**src/wfad_pkg.sv**
```systemverilog
package wfad_pkg;

  // build constants
  localparam int TIME_BITS  = 48;
  localparam int COUNT_BITS = 24;

  // field and port widths
  localparam int ARRIVAL_W = 48;
  localparam int PKT_BITS_W = 20;
  localparam int BITS_W    = 40;
  localparam int GSUM_W    = 48;
  localparam int FIELD_CNT_W = 24;
  localparam int IN_W      = 72;
  localparam int OUT_W     = 144;
  localparam int CFG_W     = 48;
  localparam int CFG_IDX_W = 3;

  // gap cutoff is five window lengths of a 32-bit window
  localparam int WIN_W  = 32;
  localparam int CUT_W  = WIN_W + 3;
  localparam int CMP_W  = (TIME_BITS > CUT_W) ? TIME_BITS : CUT_W;

  // band test widths
  localparam int PKT_V_W = (COUNT_BITS + 8 > 32) ? COUNT_BITS + 8 : 32;
  localparam int BIT_V_W = BITS_W + 8;
  localparam int HALF_W  = 24;
  localparam int PP_W    = HALF_W + COUNT_BITS;
  localparam int PROD_W  = 2 * HALF_W + COUNT_BITS;

  typedef logic [TIME_BITS-1:0]  time_t;
  typedef logic [COUNT_BITS-1:0] count_t;

  typedef enum logic {
    KIND_PACKET = 1'b0,
    KIND_WEND   = 1'b1
  } kind_t;

  typedef enum logic [1:0] {
    CAUSE_NONE    = 2'd0,
    CAUSE_GAP     = 2'd1,
    CAUSE_PACKETS = 2'd2,
    CAUSE_BITS    = 2'd3
  } cause_t;

  typedef enum logic [CFG_IDX_W-1:0] {
    REG_ENABLE       = 3'd0,
    REG_WINDOW_TICKS = 3'd1,
    REG_MEAN_PACKETS = 3'd2,
    REG_LIMIT_PACKETS = 3'd3,
    REG_MEAN_BITS    = 3'd4,
    REG_LIMIT_BITS   = 3'd5,
    REG_MEAN_GAP     = 3'd6,
    REG_LIMIT_GAP    = 3'd7
  } reg_idx_t;

  localparam logic [WIN_W-1:0] WINDOW_TICKS_RST = 32'd1000000;

  // live configuration seen by the datapath
  typedef struct packed {
    logic             enable;
    logic [CUT_W-1:0] cutoff;
    logic [31:0]      mean_pkt;
    logic [31:0]      lim_pkt;
    logic [47:0]      mean_bits;
    logic [47:0]      lim_bits;
    logic [47:0]      mean_gap;
    logic [47:0]      lim_gap;
  } cfg_t;

  // totals of one closed window
  typedef struct packed {
    count_t              pkts;
    logic [BITS_W-1:0]   bits;
    logic [GSUM_W-1:0]   gsum;
    count_t              gcnt;
  } cnts_t;

  // clamp a count to the 24-bit result field
  function automatic logic [FIELD_CNT_W-1:0] clamp_count(count_t v);
    logic [32:0] w;
    w = 33'(v);
    if (w > 33'h0_00FF_FFFF) begin
      return '1;
    end
    return FIELD_CNT_W'(v);
  endfunction

endpackage

```
**src/wfad_accum.sv**
```systemverilog
module wfad_accum (
  input  logic                      clk,
  input  logic                      rst_n,
  input  wfad_pkg::cfg_t            cfg,
  input  logic                      in_tvalid,
  output logic                      in_tready,
  input  logic [wfad_pkg::IN_W-1:0] in_tdata,  // arrival_time, packet_bits, pad
  input  logic                      in_tuser,  // kind
  output logic                      snap_valid,
  output wfad_pkg::cnts_t           snap,
  input  logic                      snap_ready
);
  import wfad_pkg::*;

  // input register
  logic                  v0_r;
  kind_t                 kind0_r;
  time_t                 t0_r;
  logic [PKT_BITS_W-1:0] bits0_r;

  // window state
  count_t              pkts_r, pkts_nxt;
  logic [BITS_W-1:0]   bits_r, bits_nxt;
  logic [GSUM_W-1:0]   gsum_r, gsum_nxt;
  count_t              gcnt_r, gcnt_nxt;
  time_t               prev_r;
  logic                seen_r;

  logic                s0_free;
  logic                take;
  time_t               gap;
  logic [CMP_W-1:0]    gap_ext;
  logic                gap_ok;
  logic [COUNT_BITS:0] psum, gcsum;
  logic [BITS_W:0]     bsum;
  logic [GSUM_W:0]     gssum;

  // a window end waits here until the evaluation pipe takes it
  assign snap_valid = v0_r && (kind0_r == KIND_WEND) && cfg.enable;
  assign s0_free    = !snap_valid || snap_ready;
  assign in_tready  = s0_free;
  assign take       = v0_r && cfg.enable && s0_free;
  assign snap       = '{pkts: pkts_r, bits: bits_r, gsum: gsum_r, gcnt: gcnt_r};

  // gap to the previous arrival, counted only up to the cutoff
  assign gap     = t0_r - prev_r;
  assign gap_ext = CMP_W'(gap);
  assign gap_ok  = seen_r && (gap_ext <= CMP_W'(cfg.cutoff));

  // saturating window sums
  always_comb begin
    psum  = {1'b0, pkts_r} + (COUNT_BITS+1)'(1);
    bsum  = {1'b0, bits_r} + (BITS_W+1)'(bits0_r);
    gssum = {1'b0, gsum_r} + (GSUM_W+1)'(gap_ext[CUT_W-1:0]);
    gcsum = {1'b0, gcnt_r} + (COUNT_BITS+1)'(1);
    pkts_nxt = psum[COUNT_BITS] ? '1 : psum[COUNT_BITS-1:0];
    bits_nxt = bsum[BITS_W] ? '1 : bsum[BITS_W-1:0];
    gsum_nxt = gsum_r;
    gcnt_nxt = gcnt_r;
    if (gap_ok) begin
      gsum_nxt = gssum[GSUM_W] ? '1 : gssum[GSUM_W-1:0];
      gcnt_nxt = gcsum[COUNT_BITS] ? '1 : gcsum[COUNT_BITS-1:0];
    end
  end

  // control and window state
  always_ff @(posedge clk) begin
    if (!rst_n) begin
      v0_r   <= 1'b0;
      pkts_r <= '0;
      bits_r <= '0;
      gsum_r <= '0;
      gcnt_r <= '0;
      prev_r <= '0;
      seen_r <= 1'b0;
    end else begin
      if (s0_free) begin
        v0_r <= in_tvalid;
      end
      if (take) begin
        if (kind0_r == KIND_PACKET) begin
          pkts_r <= pkts_nxt;
          bits_r <= bits_nxt;
          gsum_r <= gsum_nxt;
          gcnt_r <= gcnt_nxt;
          prev_r <= t0_r;
          seen_r <= 1'b1;
        end else begin
          pkts_r <= '0;
          bits_r <= '0;
          gsum_r <= '0;
          gcnt_r <= '0;
        end
      end
    end
  end

  // input payload
  always_ff @(posedge clk) begin
    if (s0_free) begin
      kind0_r <= kind_t'(in_tuser);
      t0_r    <= TIME_BITS'(in_tdata[ARRIVAL_W-1:0]);
      bits0_r <= in_tdata[ARRIVAL_W +: PKT_BITS_W];
    end
  end

endmodule

```
**config.mk**
```make
export PLATFORM = sky130hd
export DESIGN_NAME = wfad_accum
export DESIGN_NICKNAME = d
export VERILOG_FILES = /design/src/wfad_pkg.sv /design/src/wfad_accum.sv
export SDC_FILE = /design/constraint.sdc
export NUM_CORES = 1
export LEC_CHECK = 0
export ABC_CLOCK_PERIOD_IN_PS = 7400
export BUFFER_PORTS_ARGS = -buffer_cell sky130_fd_sc_hd__buf_2
export CAP_MARGIN = 10
export CORE_AREA = 2 2 196 198
export DETAILED_ROUTE_END_ITERATION = 7
export DIE_AREA = 0 0 198 200
export HOLD_SLACK_MARGIN = 0.05
export PLACE_DENSITY = 0.76
export SYNTH_ARGS = -nofsm -noshare
export SYNTH_HDL_FRONTEND = slang
export SYNTH_SLANG_ARGS = --single-unit
```
**constraint.sdc**
```tcl
create_clock -name clk -period 7.4 [get_ports clk]
set_input_delay 0.37 -clock clk [delete_from_list [all_inputs] [get_ports clk]]
set_output_delay 0.37 -clock clk [all_outputs]
set_load 0.03 [all_outputs]
```
==> impl_metrics.yaml <==
status:
  status: "finished, final reports clean"
finish:
  drive_gt1_share_pct: 14.5
  final_common_cell: "nand2_1"
  multi_input_comb_area_um2: 10700
  nets: 2946
  final_cell_mix: "nand2_1 (281), a21oi_1 (267), buf_2 (246), dfxtp_1 (186), o21ai_0 (164)"
  ff_latch_area_um2: 5800
  syn_to_final_growth_pct: 18.9
  fill_cells: 3419
die:
  dieArea_um2: 39600
  die_w_um: 198
  core_area_um2: 37400
  row_count: 71
  ioPinCount: 507
  start_util_pct: 46.4
  fp.dieH_um: 200
worst_setup_path:
  cp-end-kind: "flip-flop"
  r2r_slack_ns: 0.57
  crit_required_ns: 7.91
  reg2regPathDepth: 25
  crit_start: "t0_r[0]"
  cp_max_fo: 12
  criticalPathCategory: "flip-flop to flip-flop"
  regToRegEndpoint: "gcnt_r[17]"
  startpoint_type: "flip-flop"
  regToRegStartpoint: "t0_r[0]"
  cp.arrival_ns: 7.34
synthesis:
  async_flop_share_pct: 0
  synth_fp_nets: 2686
  netlist_instances: 2175
  yosys_warnings: 0
  ys_seq_elements: 255
  syn_area_per_cell_um2: 7.98
  synth_ff_type: "dfxtp_1"
  synth-edff-count: 69
  ys_seq_area_share_pct: 33.4
  synth_cell_types: 86
  syn_area_um2: 17400
sta:
  fin_skew_ns: 0.0176
  period_minus_slack_ns: 6.83
  fmax_mhz: 146
  period_share_pct: 92.3
  hold_viol: 0
  maxSlewViolCount: 0
  rsz0062_at_grt: "false"
  timing.final.ws_setup_ns: 0.567
  tightestPinTransition_ns: 1.15
  slew_headroom_pct: 22.9
  setup_viol: 0
  finalSetupTns_ns: 0
pwr:
  switching_share_pct: 28.4
  pwr-share-clk_pct: 41.0
  power.density_nw_per_um2: 180
  pwr-share-comb_pct: 18.9
  p_int_w: 0.00266
  netSwitchingPower_w: 0.00105
  leakage_nw: 8.64
  vdd_drop_max_mv: 0.176
  seqPwrFrac_pct: 40.1
route:
  drt-total-wl_um: 52600
  wire_per_inst_um: 17.7
  routed-via-count: 17284
  ant_nets: 0
  drc: 0
  dr.pass1.iters: 6
  viasPerCell: 5.81
  first_iter_violations: 1306
place:
  portBuffers: 246
  post-place-ws_ns: 0.547
  globalplace.congestion: 0.943
  dp_hpwl_um: 39400
min_path:
  min_from: "snap_ready"
  hp-class: "primary input to flip-flop"
  hold_depth: 4
  hold_path_end: "v0_r"
clock_network:
  post-cts-setup-buffers: 0
  ctsHoldBuffers: 70
  clk_pin_slew_ns: 0.06
  htreeDepth: 1
  cts_resized: 0
  clkSinkCount: 255
  clkLatencyLatePin_ns: 0.57
  cts_buffers: 28
  ctsLongestPathBuffers: 3
  cts_root_buf: "clkbuf_16"
  tritoncts: "done"
grt:
  grtUsageTotal_pct: 25.9
  grt_pass1_vias: 16078
  grt_first_pass_wirelength_um: 83000
  antenna_found_initial: 10
  grt_overflow: 0
  grt_max_degree: 100
run:
  maxCapViolCount: 0
-- layout make-up --
class,count,share of cell area [%]
inverter,122,2.23
multi-input combinational,1694,51.6
clock buffer,35,3.57
timing repair buffer,334,10.1
tap,511,3.10
clock inverter,16,1.25
sequential,255,28.1
antenna,7,0.0848
-- sequential cells by signal, summed over array words and instances, names as in the netlist, 20 cells and up --
register  cells
bits_r       40
t0_r         48
gcnt_r       24
gsum_r       48
pkts_r       24
prev_r       48
bits0_r      20
-- power groups by stage --
stage | logic [W] | clock network (W) | registers (W)
2_1_floorplan | 0.000470 | 0 | 0.00151
3_3_place_gp | 0.000639 | 0 | 0.00152
3_5_place_dp | 0.000655 | 0 | 0.00152
4_1_cts | 0.000690 | 0.00154 | 0.00149
5_1_grt | 0.000774 | 0.00159 | 0.00149
6_report | 0.000699 | 0.00152 | 0.00149
-- cell families after synthesis --
group,after synthesis,synth area share [%]
XOR/XNOR,79,3.99
AND/OR/NAND/NOR,726,19.7
multiplexers,6,0.353
AO/OA/AOI/OAI,741,26.8
buffers and inverters,226,5.36
flip-flops,255,33.4
adder cells (fa/ha/maj),142,10.4
-- critical path, cell delays in order, from the launching register on --
cell,delay [ns]
edfxtp_1,0.39
inv_1,0.07
ha_1,0.18
inv_1,0.06
fa_1,0.43
a211oi_2,0.25
o21ai_1,0.17
o2bb2ai_1,0.21
nor2_1,0.23
nand2_1,0.08
a21boi_0,0.43
o21ai_0,0.26
xor2_1,0.21
ha_1,0.32
nand4_1,0.18
and4bb_2,0.37
and2_1,0.25
nand4_1,0.16
a2111oi_0,0.43
o2111ai_1,0.17
a2111o_1,0.35
nor4_4,0.50
nand3_1,0.49
buf_4,0.34
a21oi_1,0.15
a21o_1,0.10
-- Yosys cell counts, types with 13 or more instances --
cell type / number / area, um^2
or3_1: 19 / 119
o211ai_1: 13 / 97.6
a21o_1: 63 / 473
nor3_1: 51 / 255
nand3_1: 56 / 280
and3_1: 36 / 225
nor4_1: 14 / 87.6
nand2_1: 281 / 1050
xnor2_1: 46 / 403
nand2b_1: 26 / 163
edfxtp_1: 69 / 2070
nand4_1: 40 / 250
buf_2: 20 / 100
dfxtp_1: 186 / 3720
ha_1: 139 / 1740
clkbuf_1: 74 / 278
o21ai_0: 164 / 821
xor2_1: 33 / 289
o31ai_1: 13 / 97.6
a31oi_1: 29 / 181
inv_1: 121 / 454
nor2_1: 144 / 541
a211oi_1: 16 / 120
a21oi_1: 268 / 1340
o21a_1: 46 / 345
-- metal layers --
layer / track usage [%] / part of all wire (%) / vias to the layer above
li1: - / - / 8421
met1: 34.5 / 45 / 8034
met2: 41.2 / 43 / 718
met3: 6.47 / 8.9 / 107
met4: 8.74 / 3.4 / 4
met5: 0 / 0.040 / -
-- through the flow --
stage                     utilization, %  hold WS, ns  area [um^2]  std cells  total power, W
after floorplan                        -        0.436        17400       2175         0.00198
after global placement              50.6        0.442        18900       2846         0.00216
after detailed placement            50.6        0.447        18900       2846         0.00217
after CTS                           55.1        0.112        20600       2967         0.00372
after global routing                55.2        0.160        20600       2972         0.00386
final                               55.2        0.150        20700       2974         0.00371
-- worst max-delay path by stage --
stage	to	cells past startpoint	slack (ns)
6_report	gcnt_r[17]	25	0.57
5_1_grt	gcnt_r[4]	25	0.06
4_1_cts	gcnt_r[17]	25	0.51
3_5_place_dp	gcnt_r[12]	25	0.55
3_3_place_gp	gcnt_r[9]	25	0.63
2_1_floorplan	gsum_r[14]	26	2.06
(Power assumes the default switching activity.)
