$ cat config.mk
export PLATFORM = sky130hd
export DESIGN_NAME = wfad_cfg
export DESIGN_NICKNAME = d
export VERILOG_FILES = /design/src/wfad_pkg.sv /design/src/wfad_cfg.sv
export SDC_FILE = /design/constraint.sdc
export NUM_CORES = 1
export LEC_CHECK = 0
export ABC_AREA = 1
export BUFFER_PORTS_ARGS = -buffer_cell sky130_fd_sc_hd__buf_2
export CORE_UTILIZATION = 40
export DETAILED_ROUTE_END_ITERATION = 10
export GPL_TIMING_DRIVEN = 0
export HOLD_SLACK_MARGIN = 0.15
export SLEW_MARGIN = 0
export SYNTH_ARGS = -nofsm -noshare
export SYNTH_HDL_FRONTEND = slang
export SYNTH_SLANG_ARGS = --single-unit
$ cat constraint.sdc
create_clock -name clk -period 5.4 [get_ports clk]
set_input_delay 1.08 -clock clk [delete_from_list [all_inputs] [get_ports clk]]
set_output_delay 1.08 -clock clk [all_outputs]
set_load 0.03 [all_outputs]
$ cat src/wfad_pkg.sv
package wfad_pkg;

  // build constants
  localparam int TIME_BITS  = 48;
  localparam int COUNT_BITS = 24;

  // field and port widths
  localparam int ARRIVAL_W = 48;
  localparam int PKT_BITS_W = 20;
  localparam int BITS_W    = 40;
  localparam int GSUM_W    = 48;
  localparam int FIELD_CNT_W = 24;
  localparam int IN_W      = 72;
  localparam int OUT_W     = 144;
  localparam int CFG_W     = 48;
  localparam int CFG_IDX_W = 3;

  // gap cutoff is five window lengths of a 32-bit window
  localparam int WIN_W  = 32;
  localparam int CUT_W  = WIN_W + 3;
  localparam int CMP_W  = (TIME_BITS > CUT_W) ? TIME_BITS : CUT_W;

  // band test widths
  localparam int PKT_V_W = (COUNT_BITS + 8 > 32) ? COUNT_BITS + 8 : 32;
  localparam int BIT_V_W = BITS_W + 8;
  localparam int HALF_W  = 24;
  localparam int PP_W    = HALF_W + COUNT_BITS;
  localparam int PROD_W  = 2 * HALF_W + COUNT_BITS;

  typedef logic [TIME_BITS-1:0]  time_t;
  typedef logic [COUNT_BITS-1:0] count_t;

  typedef enum logic {
    KIND_PACKET = 1'b0,
    KIND_WEND   = 1'b1
  } kind_t;

  typedef enum logic [1:0] {
    CAUSE_NONE    = 2'd0,
    CAUSE_GAP     = 2'd1,
    CAUSE_PACKETS = 2'd2,
    CAUSE_BITS    = 2'd3
  } cause_t;

  typedef enum logic [CFG_IDX_W-1:0] {
    REG_ENABLE       = 3'd0,
    REG_WINDOW_TICKS = 3'd1,
    REG_MEAN_PACKETS = 3'd2,
    REG_LIMIT_PACKETS = 3'd3,
    REG_MEAN_BITS    = 3'd4,
    REG_LIMIT_BITS   = 3'd5,
    REG_MEAN_GAP     = 3'd6,
    REG_LIMIT_GAP    = 3'd7
  } reg_idx_t;

  localparam logic [WIN_W-1:0] WINDOW_TICKS_RST = 32'd1000000;

  // live configuration seen by the datapath
  typedef struct packed {
    logic             enable;
    logic [CUT_W-1:0] cutoff;
    logic [31:0]      mean_pkt;
    logic [31:0]      lim_pkt;
    logic [47:0]      mean_bits;
    logic [47:0]      lim_bits;
    logic [47:0]      mean_gap;
    logic [47:0]      lim_gap;
  } cfg_t;

  // totals of one closed window
  typedef struct packed {
    count_t              pkts;
    logic [BITS_W-1:0]   bits;
    logic [GSUM_W-1:0]   gsum;
    count_t              gcnt;
  } cnts_t;

  // clamp a count to the 24-bit result field
  function automatic logic [FIELD_CNT_W-1:0] clamp_count(count_t v);
    logic [32:0] w;
    w = 33'(v);
    if (w > 33'h0_00FF_FFFF) begin
      return '1;
    end
    return FIELD_CNT_W'(v);
  endfunction

endpackage

$ cat src/wfad_cfg.sv
module wfad_cfg (
  input  logic                           clk,
  input  logic                           rst_n,
  input  logic                           cfg_wen,
  input  logic [wfad_pkg::CFG_IDX_W-1:0] cfg_index,
  input  logic [wfad_pkg::CFG_W-1:0]     cfg_wdata,
  output wfad_pkg::cfg_t                 cfg
);
  import wfad_pkg::*;

  cfg_t cfg_r;
  logic [WIN_W-1:0] win;

  assign win = cfg_wdata[WIN_W-1:0];
  assign cfg = cfg_r;

  // register file, cutoff kept as five times the window length
  always_ff @(posedge clk) begin
    if (!rst_n) begin
      cfg_r.enable    <= 1'b0;
      cfg_r.cutoff    <= CUT_W'({WINDOW_TICKS_RST, 2'b00}) + CUT_W'(WINDOW_TICKS_RST);
      cfg_r.mean_pkt  <= '0;
      cfg_r.lim_pkt   <= '0;
      cfg_r.mean_bits <= '0;
      cfg_r.lim_bits  <= '0;
      cfg_r.mean_gap  <= '0;
      cfg_r.lim_gap   <= '0;
    end else if (cfg_wen) begin
      unique case (reg_idx_t'(cfg_index))
        REG_ENABLE:        cfg_r.enable    <= cfg_wdata[0];
        REG_WINDOW_TICKS:  cfg_r.cutoff    <= CUT_W'({win, 2'b00}) + CUT_W'(win);
        REG_MEAN_PACKETS:  cfg_r.mean_pkt  <= cfg_wdata[31:0];
        REG_LIMIT_PACKETS: cfg_r.lim_pkt   <= cfg_wdata[31:0];
        REG_MEAN_BITS:     cfg_r.mean_bits <= cfg_wdata;
        REG_LIMIT_BITS:    cfg_r.lim_bits  <= cfg_wdata;
        REG_MEAN_GAP:      cfg_r.mean_gap  <= cfg_wdata;
        REG_LIMIT_GAP:     cfg_r.lim_gap   <= cfg_wdata;
        default:           cfg_r.enable    <= cfg_r.enable;
      endcase
    end
  end

endmodule

==> results, run 1 <==
- The flow ran to the end, and the final reports show no timing, DRC or antenna violations.
- Setup violations remaining at the end of the flow were counted as 0.
- The area inside the core boundary is between 30000 and 40000 um2.
- The total global-route track usage is 0.2862.
- The share of the cycle needed by the critical path after routing is 0.4806.
- The die area is 31800 um2.
- The tree is rooted in a clkbuf_16.
- In this run, CTS created clock tree buffers numbering 31.
- The first detailed-routing pass ran for 5 iterations.
- The worst vdd rail ir drop is 0.0002263 V.
- The endpoint required time on the critical path is around 5900 ps.
- The first global-routing pass estimated between 60 and 70 mm of wire.
- The setup total negative slack is 0 ps.
- The register bit total from synthesis is approximately 300.
- In the final layout, the share of cells above drive strength 1 is 0.2076.
- The worst setup path is captured at a register.
- The endpoint of the most critical register-to-register path is cfg[230].
- The slowest stage cell on the critical path is fa_1.
- Of the total synthesized cell area, the portion taken by AND, OR, NAND and NOR gates is 0.2813.
- Counting flops with a built-in enable in the synthesized netlist gives 0.
- After clock tree synthesis, the flow added hold-fix buffers numbering 0.
- Of all nets on the critical path, the largest fanout is 8.
- Summing over every cut layer, the via total after detailed routing is approximately 13000.
- From left edge to right edge, the die measures between 150 and 200 um.
- The kind of cell adding the most delay to the critical path is simple AND/OR/NAND/NOR gates.
- Setup repair after global routing left no endpoint under its margin.
- Summed over all cells, the static leakage comes to 8.404 nW.
- Based on the critical path, the design can be clocked at up to 385.3 MHz.
- The number of buffers and inverters on the critical path is 2.
- The gate count of the mapped netlist is approximately 1800.
- Of the total synthesized cell area, the portion taken by full adders, half adders and majority gates is 0.03179.
- Clock skew on the completed layout was measured at 0 ps.
- The clock insertion delay at the later pin of the skew report is 560 ps.
- The number of global-route vias before repair is 11958.
- The register-to-register path setup slack is between 4000 and 5000 ps.
- The number of flip-flops under the largest register name is 292.
- For this design the ratio of total power to cell area is between 300 and 400 nW/um2.
- Counting distinct cell types in the post-synthesis netlist gives 32.
- The total wire length is approximately 46 mm.
- The worst hold path terminates at cfg[265].
- The number of clock sinks is 292.
- The signal on the critical path passes through buf_2 > ha_1 > fa_1 > nand3_1 > nand3_1 > nand2_1 > nand2_1 > nand3_1 > nand3_1 > nand2_1 > nand3_1 > nand2_1 > inv_1.
- The largest net degree at the start of global routing is 16.
- In the routed design, unresolved DRC markers number 0.
- The final count of pins violating max slew is 0.
- The critical path is of the in -> reg type.
- After synthesis, the share of flip-flops with an asynchronous set or reset is 0.
- The largest stage delay on the critical path is 460 ps.
- The XOR/XNOR share of the synthesized area is 0.008451.
- The number of nets handed over by synthesis was approximately 1900.
- The final count of hold timing violations is 0.
- For this configuration, the core starts out at a cell density of 0.4066.
- In this run the post-CTS setup repair buffer count came out at 0.
- The startpoint identified for the worst register-to-register timing path is cfg[230].
- The cell that appears most often on the critical path is nand3_1.
- The dominant combinational cell family by area after synthesis is simple AND/OR/NAND/NOR gates.
- TritonCTS built the clock tree.
- Of the total power, the share spent switching nets is 0.2825.
- The count of cells along the worst register-to-register path is 2.
- Counting along the longest clock path gives a buffer depth of 3.
- The prevailing post-synth register cell is dfxtp_1.
- The violation count after the first detailed-routing iteration is around 710.
- The max-cap check violation count is 0.
- The synthesized netlist occupies a cell area of 12440 um2.
- Gates resized during post-CTS repair numbered 0.
- The number of nets still failing antenna checks after routing is 0.
- At the pin with the least slew margin, the transition time is ~860 ps.
- The post-layout net count is ~2300.
- The y dimension of the die is around 180 um.
- The number of antenna violations at the first check in global routing is 3.
- Clock-pin slew was measured on the worst setup and hold paths at around 60 ps.
- The H-tree level count is 1.
- Leaving out fill and tap cells, the most frequent cells in the layout are 582 x nor2_1, 367 x buf_2, 292 x dfxtp_1, 269 x o21ai_0, 240 x nand2_1.
- Leaving out fill and tap cells, the most frequent cell in the layout is nor2_1.
- Input and output buffers added on the ports amount to ~350.
- Yosys attributes the largest share of cell area to dfxtp_1 47%, nor2_1 18%, o21ai_0 11%.
- The fraction of synthesized area in multiplexers is 0.
- Relative to the synthesized area, the layout overhead comes to 26.52%.
- The cell type contributing the most total cell area after synthesis is dfxtp_1.
- The clock period minus final worst setup slack is 2595 ps.
- The relative slew slack is 0.4292.
- The number of rows created at floorplan is 64.
- The share of total power dissipated in combinational logic is 0.145.
- The share of total power dissipated in sequential elements is 0.432.
- Routability-driven placement finished with a final weighted congestion of around 0.9.
- The per-cell routed wire length is roughly 18 um.
- The complex-gate fraction of the synthesized area is 0.1319.
- The worst-case setup margin in the final layout is 2805 ps.
- The worst hold path passes through 2 cells.
- For this run the aggregate overflow at the end of global routing stands at 0.
- The data arrival time of the worst path is 3070 ps.
- The count of yosys warnings during synthesis is 0.
- The per-instance average area after synthesis is roughly 6.9 um2.
- The clock share of power is 0.424.
- The beginning of the worst hold path is cfg[265].
- During I/O placement, the number of pins put on the boundary was approximately 350.
- After detailed routing, the number of vias per cell comes to 4.912.
- The pre-CTS worst setup slack is around 2200 ps.
- STA classifies the critical path startpoint as an input port.
- The area share of the largest cell type after synthesis is 0.4700.
- The cell-internal power is between 3 and 4 mW.
- The worst min-delay path category is reg -> reg.
- The net switching power of the design is 1.483 mW.
- The estimated wirelength of the detail-placed design is roughly 35 mm.
- Of the synthesized area, sequential elements account for 0.4700.
## stage by stage
step	instances	util	area, um2	power, mW	hold WS [ps]
global route	2591	0.5144	15740	5.449	506.5
CTS	2588	0.5142	15730	5.273	473.4
finish	2591	0.5144	15740	5.252	464.7
detailed placement	2531	0.4792	14660	3.068	459.0
floorplan	1790	-	12440	2.791	608.6
global placement	2531	0.4792	14660	3.062	450.3
## cell usage after synthesis, drive strengths merged (4+ instances only)
library cell,count
nor2,589
dfxtp,292
o21ai,278
nand2,245
inv,149
clkbuf,58
nand3,44
a21oi,43
buf,30
ha,30
xor2,8
nor3,6
nand4,4
xnor2,4
## how the worst max path moves through the flow
stage,from,to,slack [ps],cells past startpoint
final,cfg_wdata[2],cfg[282],2800,13
after global placement,cfg_wdata[2],cfg[282],2250,13
after detailed placement,cfg_wdata[2],cfg[282],2230,13
after global routing,cfg_wdata[2],cfg[282],2730,13
after floorplan,cfg_wdata[0],cfg[282],2850,12
after CTS,cfg_wdata[2],cfg[282],2830,13
## final cells by class
cell class	count	area, um2
clock buffer	47	935.9
clock inverter	10	132.6
inverter	149	559.3
antenna	3	7.507
sequential	292	5846
tap	396	495.5
timing repair buffer	345	1727
multi-input combinational	1261	5639
buffer	88	392.9
fill	3193	14850
## layer usage
layer | vias up | part of all wire | global-route usage
li1 | 6384 | - | -
met4 | 0 | 0.027 | 0.08934
met3 | 73 | 0.075 | 0.06159
met5 | - | 0 | 0
met1 | 5889 | 0.44 | 0.3733
met2 | 380 | 0.46 | 0.4693
## power groups by stage
stage,Sequential [mW],Clock (mW),Combinational [mW]
after global placement,2.31,0,0.751
after floorplan,2.46,0,0.331
after CTS,2.27,2.25,0.759
after detailed placement,2.31,0,0.757
after global routing,2.27,2.34,0.835
final,2.27,2.22,0.761
## cell families after synthesis
group	count (synthesis)
AOI/OAI and AO/OA	325
adders and majority gates	31
and+or+nand+nor	893
buffers and inverters	237
xor gates and xnor gates	12
DFF	292
## worst min-delay path: stages, from the launching register on
cell,delay [ps]
dfxtp_1,320
a21oi_1,60
nand2_1,50
No activity file was read; power rests on OpenSTA's default activity.
==> run 2: changes to the inputs <==
- PLACE_DENSITY: not set -> 0.66
- clock period: 5.4 -> 2.23 ns (I/O delays scaled with it)
==> run 2 against run 1 <==
Compared with the run above:
- via count increased by 1.1%
- utilization is 0.22 points higher
- count of clock-buffer cells in the layout is the same
- cell count grew 0.35%
- hold slack got worse by 300 ps
- sequential power up 140%
- flip-flop and latch count did not move
- clock power is 140% higher
- power is 140% higher
==> results, run 2 (synthesized netlist as in run 1, its figures left out) <==
- The run finished with clean final reports.
- The startpoint type of the worst setup path is an input port.
- The sequential fraction of design power came to 0.433 (about the same).
- The number of buffers created by CTS is 31 (unchanged).
- The total congestion overflow is 0 (unchanged).
- The violation count after the first detailed-routing iteration is 805 (+14%).
- The ratio of total power to cell area was 803.0 nW/um2 (+140%).
- The upper clock frequency limit is roughly 520 MHz.
- The cell-internal power came to 9.061 mW (+140%).
- The critical path is of the in -> reg type.
- The tightest min-delay check is of the in -> reg type.
- The number of antenna violations at the first check in global routing was 2 (-1).
- The final count of hold timing violations came to 0 (unchanged).
- The post-CTS repair timing setup buffer count was 0 (unchanged).
- The count of cells along the worst register-to-register path is 4 (+2).
- Setup repair after global routing left no endpoint under its margin.
- The H-tree level count is 1 (unchanged).
- The total global-route track usage came to 0.2825 (-0.003620).
- The y dimension of the die is 178.3 um (unchanged).
- The critical path depth in cells is 13 (unchanged).
- The per-cell routed wire length is 17.55 um (-1.5%).
- The share of cells above drive strength 1 is 0.2058 (-0.001757).
- The area inside the core boundary is 30590 um2 (unchanged).
- The most frequent standard cell in the layout excluding fill and tap cells is nor2_1.
- Walking the worst path, the cells encountered are buf_2 > ha_1 > fa_1 > nand3_1 > nand3_1 > nand2_1 > nand2_1 > nand3_1 > nand3_1 > nand2_1 > nand3_1 > nand2_1 > inv_1.
- The routed design could run at a clock period as short as ~1900 ps.
- The register area is 5846 um2 (unchanged).
- The starting density of the core is 0.4066 (unchanged).
- The final cell utilization of the core is 0.5166 (+0.002209).
- The largest fanout of any net on the critical path came to 8 (unchanged).
- The area of combinational cells with multiple inputs is 5639 um2 (unchanged).
- The depth of the worst hold-timing path was 3 (+1).
- The global placer's final weighted congestion is 0.9110 (+0.23%).
- The largest net degree at the start of global routing is 17 (+1).
- The kind of cell adding the most delay to the critical path is simple AND/OR/NAND/NOR gates.
- Among the stages of the critical path, the cell type that occurs most often is nand3_1.
- The combined buffer and inverter count along the critical path is 2 (unchanged).
- The root buffer cell chosen for the clock tree is clkbuf_16.
- The total wire length is 45.64 mm (-1.1%).
- The global-route wire length before repair is 68.99 mm (-0.57%).
- The largest individual stage delay along the critical path comes from the cell fa_1.
- The number of rows created at floorplan is 64 (unchanged).
- The clock skew is 0 ps (unchanged).
- The number of remaining DRC errors is 0 (unchanged).
- Dividing the final minimum period by the clock period gives 0.8672.
- The data arrival time of the worst path came to 2410 ps (-660 ps).
- The worst vdd rail ir drop is 0.0006492 V (+190%).
- The clock-pin slew reported for the worst setup and hold paths after clock tree synthesis is 60 ps (about the same).
- The final count of pins violating max slew came to 0 (unchanged).
- The number of flip-flops under the largest register name came to 292 (unchanged).
- The total setup violations reported at the end of the flow is 0 (unchanged).
- The number of clock sinks is 292 (unchanged).
- The max-cap check violation count is 0 (unchanged).
- The transition time at the pin with the least slew margin is 840.6 ps (-15.67 ps).
- The number of port buffers is 345 (unchanged).
- The clock share of power is 0.422 (-0.002).
- The area growth from synthesis to layout is 27.06%.
- The capturing element type of the critical path is a register.
- The maximum number of buffers from clock root to sink was 3 (unchanged).
- The die area is 31800 um2 (unchanged).
- The number of global-route vias before repair was 12083 (+1.0%).
- The switching share of total power is 0.2859 (+0.003467).
- The static leakage power is 8.421 nW (+0.20%).
- The net switching power of the design is 3.628 mW (+140%).
- The total of fill cells in the finished design came to 3161 (-1.0%).
- The I/O pin count was 346 (unchanged).
- The relative slew slack is 0.4396 (+0.01044).
- The endpoint required time on the critical path is 2700 ps (-3180 ps).
- The number of nets still failing antenna checks after routing came to 0 (unchanged).
- The clock insertion delay at the later pin of the skew report is 570 ps (about the same).
- The largest stage delay on the critical path was 450 ps (about the same).
- TritonCTS built the clock tree.
- The routed via count divided by cell count is 4.948 (+0.75%).
- The number of search-and-repair iterations in the first detailed-routing pass is 7 (+2).
- The library cells used most frequently in the layout, excluding fill and tap cells, are 582 x nor2_1, 367 x buf_2, 292 x dfxtp_1, 269 x o21ai_0, 240 x nand2_1.
- The die span in x is 178.3 um (unchanged).
- The detailed-route via count was 12866 (+1.1%).
- The estimated wirelength of the detail-placed design is 34.59 mm (-0.80%).
- The post-layout net count was 2261 (+0.36%).
- The combinational share of power was 0.145 (about the same).
- The worst hold-check slack is 168.2 ps (-296.5 ps).
## run 2: cell types whose count changed in the layout (fill, tap and decap cells not counted)
| cell | change |
|---|---|
| inv_16 | +1 |
| clkinvlp_4 | +2 |
| clkbuf_8 | -3 |
| clkbuf_1 | +3 |
| dlygate4sd3_1 | +8 |
| inv_6 | -1 |
| clkinv_4 | -1 |
## run 2: path summary, 6_finish.rpt
| path | start | to | slack (ps) |
|---|---|---|---|
| setup reg to reg | cfg[272] | cfg[272] | 1510 |
| hold / removal | cfg_wdata[42] | cfg[42] | 170 |
| setup / recovery | cfg_wdata[2] | cfg[282] | 300 |
| hold reg to reg | cfg[265] | cfg[265] | 460 |
## run 2: what timing repair did
item | 4_1_cts | 5_1_grt
endpoints found under the hold margin | 16 | 0
hold buffers | 8 | 0
gates resized for setup | 0 | 0
## run 2: power by group through the flow
stage                     Combinational, mW  Clock, mW  Sequential (mW)
after floorplan                       0.801          0             5.96
after global placement                 1.81          0             5.60
after detailed placement               1.82          0             5.60
after CTS                              1.84       5.41             5.49
after global routing                   2.03       5.63             5.51
final                                  1.84       5.35             5.49
## run 2: per-stage QoR
| step | TNS (ps) | instances | area, um2 | setup WS, ps | total power [mW] |
|---|---|---|---|---|---|
| after CTS | 0 | 2597 | 15800 | 337.1 | 12.74 |
| final | 0 | 2600 | 15800 | 296.1 | 12.69 |
| after detailed placement | -1598 | 2531 | 14660 | -254.0 | 7.423 |
| after floorplan | 0 | 1790 | 12440 | 310.8 | 6.759 |
| after global routing | 0 | 2599 | 15800 | 164.0 | 13.16 |
| after global placement | -1430 | 2531 | 14660 | -230.2 | 7.402 |
## run 2: layer usage
layer,routed length (um),GRT usage,share of wire,vias to the layer above
met3,3430,0.05882,0.075,84
met1,19760,0.3671,0.43,5922
met2,21020,0.4650,0.46,457
met4,1429,0.09181,0.031,0
li1,-,-,-,6403
met5,0,0,0,-
## run 2: worst reg2reg max path, stage by stage (launching register included)
cell and delay, ps:
dfxtp_1 310, nor2_1 90, nor2_1 40, o21ai_0 90, inv_1 70
## run 2: final cells by class
class / count / area share
diodes: 3 / 0.0004751
plain buffers: 88 / 0.02486
clock buffers: 47 / 0.05732
clock inverters: 11 / 0.009501
inverters: 149 / 0.03539
multi-input cells: 1261 / 0.3568
flip-flops and latches: 292 / 0.3699
well taps: 396 / 0.03135
repair buffers: 353 / 0.1143
